<file path="src/hdl/top_k_merge_sorted_lists_defines.svh">
// Assertion macros shared by the top-level merge block.
`ifndef TOP_K_MERGE_SORTED_LISTS_DEFINES_SVH
`define TOP_K_MERGE_SORTED_LISTS_DEFINES_SVH
`ifndef SYNTH
// Check a property on every rising clock edge outside reset.
`define TKM_ASSERT(label, clk, rst, prop, msg) \
   label: assert property (@(posedge clk) disable iff (rst) (prop)) else $error(msg);
// Check that a condition in one cycle implies another in the next cycle.
`define TKM_ASSERT_NEXT(label, clk, rst, cond, nxt, msg) \
   label: assert property (@(posedge clk) disable iff (rst) (cond) |=> (nxt)) else $error(msg);
`else
`define TKM_ASSERT(label, clk, rst, prop, msg)
`define TKM_ASSERT_NEXT(label, clk, rst, cond, nxt, msg)
`endif
`endif

</file>
<file path="src/hdl/tkm_pkg.sv">
// Types and constants shared by the merge controller, datapath and top level.
`timescale 1ns / 1ps
package tkm_pkg;

   localparam int MAX_RESULTS = 16;

   localparam logic [1:0] CSR_ACTIVE_PARTS = 2'd0;
   localparam logic [1:0] CSR_RESULT_COUNT = 2'd1;
   localparam logic [1:0] CSR_SHARDS_PER_PART = 2'd2;
   localparam logic [1:0] CSR_SHARD_SIZE = 2'd3;

   typedef enum logic [2:0] {
      ST_IDLE,
      ST_INIT,
      ST_READ,
      ST_CMP,
      ST_EMIT
   } state_type;

   typedef struct packed {
      logic load_we;
      logic merge_init;
      logic scan_start;
      logic scan_rd;
      logic scan_cmp;
      logic emit;
   } ctl_cmd_type;

   typedef struct packed {
      logic want_zero;
      logic last_ptr;
      logic last_result;
   } ctl_sts_type;

endpackage

</file>
<file path="src/hdl/tkm_controller.sv">
// Sequencer for candidate loading and the head-by-head merge scan.
`timescale 1ns / 1ps
module tkm_controller (
   input  logic                clock,
   input  logic                reset,
   input  logic                start,
   input  logic                req_load_done,
   input  tkm_pkg::ctl_sts_type sts,
   output tkm_pkg::ctl_cmd_type cmd,
   output logic                busy
);

   tkm_pkg::state_type state_ff;
   tkm_pkg::state_type state_in;

   always_ff @(posedge clock) begin
      if (reset) begin
         state_ff <= tkm_pkg::ST_IDLE;
      end else begin
         state_ff <= state_in;
      end
   end

   always_comb begin
      state_in = state_ff;
      unique case (state_ff)
         tkm_pkg::ST_IDLE: begin
            if (start && req_load_done) state_in = tkm_pkg::ST_INIT;
         end
         tkm_pkg::ST_INIT: begin
            state_in = sts.want_zero ? tkm_pkg::ST_IDLE : tkm_pkg::ST_READ;
         end
         tkm_pkg::ST_READ: begin
            state_in = tkm_pkg::ST_CMP;
         end
         tkm_pkg::ST_CMP: begin
            state_in = sts.last_ptr ? tkm_pkg::ST_EMIT : tkm_pkg::ST_READ;
         end
         tkm_pkg::ST_EMIT: begin
            state_in = sts.last_result ? tkm_pkg::ST_IDLE : tkm_pkg::ST_READ;
         end
         default: begin
            state_in = tkm_pkg::ST_IDLE;
         end
      endcase
   end

   always_comb begin
      cmd  = '0;
      busy = 1'b1;
      unique case (state_ff)
         tkm_pkg::ST_IDLE: begin
            busy        = 1'b0;
            cmd.load_we = start;
         end
         tkm_pkg::ST_INIT: begin
            cmd.merge_init = 1'b1;
            cmd.scan_start = 1'b1;
         end
         tkm_pkg::ST_READ: begin
            cmd.scan_rd = 1'b1;
         end
         tkm_pkg::ST_CMP: begin
            cmd.scan_cmp = 1'b1;
         end
         tkm_pkg::ST_EMIT: begin
            cmd.emit       = 1'b1;
            cmd.scan_start = 1'b1;
         end
         default: begin
            busy = 1'b1;
         end
      endcase
   end

endmodule

</file>
<file path="config.mk">
export PLATFORM = sky130hd
export DESIGN_NAME = tkm_controller
export DESIGN_NICKNAME = d
export VERILOG_FILES = /design/src/hdl/top_k_merge_sorted_lists_defines.svh /design/src/hdl/tkm_pkg.sv /design/src/hdl/tkm_controller.sv
export SDC_FILE = /design/constraint.sdc
export NUM_CORES = 1
export LEC_CHECK = 0
export BUFFER_PORTS_ARGS = -buffer_cell sky130_fd_sc_hd__buf_4
export CORE_AREA = 4 4 41 43
export DETAILED_ROUTE_END_ITERATION = 7
export DIE_AREA = 0 0 45 47
export SLEW_MARGIN = 20
export SYNTH_ARGS = -nofsm -noshare
export SYNTH_HDL_FRONTEND = slang
export SYNTH_SLANG_ARGS = --single-unit
</file>
<file path="constraint.sdc">
create_clock -name clock -period 1 [get_ports clock]
set_input_delay 0.1 -clock clock [delete_from_list [all_inputs] [get_ports clock]]
set_output_delay 0.1 -clock clock [all_outputs]
set_load 0.005 [all_outputs]
</file>
== Word-level counts from Yosys, hierarchy flattened ==
Cells that the tools add are included.

* Eq/ne operators: 5
* Multiplexer cells: 12
* Reductions and logical operators: 3

{| class="wikitable"
|+ Operators with widths
! kind !! count
|-
| $pmux W3 S5 || 1
|-
| $mux W1 || 7
|-
| $eq A3 B2 Y1 const B || 2
|-
| $mux W3 || 2
|-
| $mux W2 || 2
|-
| $eq A3 B1 Y1 const B || 1
|-
| $eq A3 B3 Y1 const B || 1
|-
| $logic_not A3 Y1 || 1
|-
| $ne A2 B2 Y1 const B || 1
|-
| $reduce_or A2 Y1 || 1
|-
| $logic_and A1 B1 Y1 || 1
|}

* Bits in registers: 3
* Input port bits: 7

== Logic depth before layout (Yosys ltp) ==
* Depth after elaboration: 3
* Gate-level depth with buffers: 4
* Depth with buffers taken out: 3

== Worst setup path after synthesis ==
OpenSTA, ideal clock, no wires.

* Path kind: reg2out
* Start: reg state_ff[0]
* End: out cmd[5] in the netlist's numbering
* Data arrival time: 0.852 ns
* Data required time: 0.900 ns
* Slack: 0.048 ns
* Stages on the path, launching flop included: 4
* Buffers on the path: 1
* Cell sequence: dfxtp_1 -> buf_4 -> or3_4 -> nor2_2

{| class="wikitable"
|+ RTL lines
! element !! line !! source
|-
| start, declared || tkm_controller.sv:13 || <nowiki>tkm_pkg::state_type state_ff;</nowiki>
|-
| start signal, assigned || tkm_controller.sv:18 || <nowiki>state_ff <= tkm_pkg::ST_IDLE;</nowiki>
|-
| start signal, assigned || tkm_controller.sv:20 || <nowiki>state_ff <= state_in;</nowiki>
|-
| end, declared || tkm_controller.sv:9 || <nowiki>output tkm_pkg::ctl_cmd_type cmd,</nowiki>
|}

==> parameters.txt <==
Parameter                              Value

STA
  Period utilisation layout    1.21
  Hold Worst Slack    0.0520 ns
  Slew HR    0.869
  Upper clock frequency limit    825 MHz
  Number of endpoints with negative hold slack in the final report    0
  Worst-margin pin slew    0.195 ns
  Minimum clock period after layout    1.21 ns
  Final setup violation count    7
  Setup ws final    -0.212 ns
  Final count of pins violating max slew    0
  Final TNS setup    -0.975 ns
  RSZ-0062 raised after global routing    yes
  Setup clock skew after layout    0.0000685 ns

Setup path
  Launch point of the worst reg-to-reg path    state_ff[1]
  Startpoint of the worst setup timing path    state_ff[2]
  Maximum fanout along the worst path    2
  Required time of the critical path    0.90 ns
  WP data arrival    1.11 ns
  CP max stage cell    sky130_fd_sc_hd__or3_4
  Start-to-end type of the worst setup path    reg -> out
  CP endpoint kind    output pin
  Critical path's largest stage delay    0.38 ns
  Worst-path cell chain    or3_4, nor2_2, buf_4
  Startpoint type of the worst setup path    flip-flop

Detailed routing
  Iteration count of the initial detailed-routing pass    2
  Via density    4.00
  Drt total wl    543 µm
  Remaining DRCs    0
  Total vias in the final route    240
  Avg WL per Cell    9.05 µm
  Remaining antenna violation count after routing    0
  1st-iter DRT viols    1

Clock network
  Clock slew at the register clock pins of the worst setup and hold paths    0.04 ns
  Count of H-tree levels built during CTS    1
  Number of buffers added by the clock tree synthesis step    3
  TritonCTS clock tree    yes
  Max Buffers Root-to-Sink    2
  Clk Latency, worst-skew pair    0.23 ns
  Number of sinks on the clock net    3
  Clock tree root buffer cell    sky130_fd_sc_hd__clkbuf_4
  # hold bufs at CTS    0

Power and ir drop
  Switching share of total power    0.238
  Internal power of the cells    0.337 mW
  Net Sw Power    0.105 mW
  Max rail drop VDD    310 µV
  Seq pwr share    0.291
  Power share of the clock group    0.481
  LEAKAGE    0.185 nW
  PwrDens    1100 nW/µm²
  Portion of total power attributed to combinational logic    0.228
  Total power draw    0.442 mW

Die
  Full die area    2120 µm²
  Die Y    47 µm
  I/O pin cnt    14
  DIE WIDTH    45 µm
  Number of rows in the core area    13
  Effective utilization at floorplan    0.145
  Core Region    1300 µm²

Synthesis
  Synth Area in Simple Gates    0.464
  Synth Instances    24
  Adder-cell area share of the yosys netlist    0
  Complex-gate fraction of the synthesized area    0.0927
  Fraction of synthesized area in multiplexers    0
  Cell area after technology mapping    189 µm²
  Sequential cell area fraction in the yosys report    0.318
  Register bit total from synthesis    3
  Syn nets    31
  Count of cell types in the netlist    14
  Warning count from the yosys run    0
  Dominant combinational cell family by area after synthesis    simple AND/OR/NAND/NOR gates
  Syn Area/Cell    7.87 µm²
  Share of the synthesized netlist area taken by xor and xnor gates    0.0464

Global routing
  Total GRT Usage    0.0536
  Aggregate global routing overflow    0
  First-pass GRT wire length    731 µm
  Largest net degree at the start of global routing    8
  Number of global-route vias before repair    210
  Antenna violations before repair    0

Final layout
  Largest registers    state_ff (3)
  Filler cells    141
  Share of cells above drive strength 1    0.733
  # diodes    0
  Number of nets in the layout    53
  Max FFs per register    3
  Sequential cell area in the final layout    65.1 µm²
  Share of the core filled with cells    0.310
  Most common library cell in the layout ignoring fill and taps    sky130_fd_sc_hd__buf_4
  Multi-input gate area    139 µm²
  Commonest cells after routing, fill and taps aside    sky130_fd_sc_hd__buf_4, sky130_fd_sc_hd__nor2_2, sky130_fd_sc_hd__clkbuf_4, sky130_fd_sc_hd__buf_6
  Register containing the most flip-flops in the final layout    state_ff
  Post-synthesis to final-layout area growth    113%

Job
  Max-cap check violation count    0

Place
  Detailed placer's ending HPWL    431 µm
  Pre-CTS WS    0.0328 ns
  # port buffers    13
  Placer Congestion    0.722

Status
  Status    complete, but fails checks
  Violations in the final reports    negative setup slack

Worst hold path
  Hold Path Class    in -> reg
  Hold path startpoint    reset
logic make-up (layout without fill, tap and decap cells):
family,count (synthesis),count (layout)
AOI/OAI and AO/OA,3,3
xor gates and xnor gates,1,1
buffers and inverters,3,24
DFF,3,3
and+or+nand+nor,14,14
cell usage after synthesis, drive strengths merged:
library cell | instances | area [µm²]
nor4 | 1 | 6.26
or3 | 1 | 11.3
xnor2 | 1 | 8.76
nor3 | 2 | 10.0
dfxtp | 3 | 60.1
buf | 1 | 7.51
o31ai | 1 | 7.51
nor3b | 2 | 25.0
nor2 | 5 | 21.3
nand2 | 2 | 7.51
nand2b | 1 | 6.26
inv | 2 | 7.51
a21oi | 2 | 10.0
per-stage QoR:
stage	std cells	area [µm²]
floorplan	24	189
global placement	55	328
detailed placement	55	328
CTS	60	398
global route	60	403
finish	60	403
repair_timing:
action / CTS / global route
setup buffers: 1 / 0
resized for setup: 10 / 2
cloned: 0 / 0
endpoints found under the setup margin: 7 / 8
pin swaps: 3 / 3
metal layers:
metal	global-route usage	wire length (µm)	vias up
li1	-	-	123
met1	0.0543	215	104
met5	0	0	-
met2	0.0734	255	11
met3	0	53	2
met4	0.105	19	0
final cells by class:
class,instances,share of cell area
Timing Repair Buffer,18,0.363
Multi-Input combinational cell,18,0.345
Inverter,2,0.0186
Tap cell,15,0.0466
Clock buffer,4,0.0652
Sequential cell,3,0.161
path summary, 6_finish.rpt:
kind	end	slack, ns	depth (start not counted)
min	state_ff[0]	0.05	2
max reg2reg	state_ff[1]	0.05	4
min reg2reg	state_ff[0]	0.46	1
max	cmd[5]	-0.21	3
critical path, delay by kind of cell, from the launching register on:
kind,cells,cell delay [ns]
DFF,1,0.31
and+or+nand+nor,2,0.46
buffers and inverters,1,0.11
power groups by stage:
stage	combinational, mW	sequential, mW	clock [mW]
CTS	0.101	0.128	0.228
global placement	0.0855	0.130	0
detailed placement	0.0866	0.130	0
floorplan	0.0348	0.130	0
finish	0.101	0.129	0.212
global route	0.109	0.129	0.233
No activity file was read; power rests on OpenSTA's default activity.
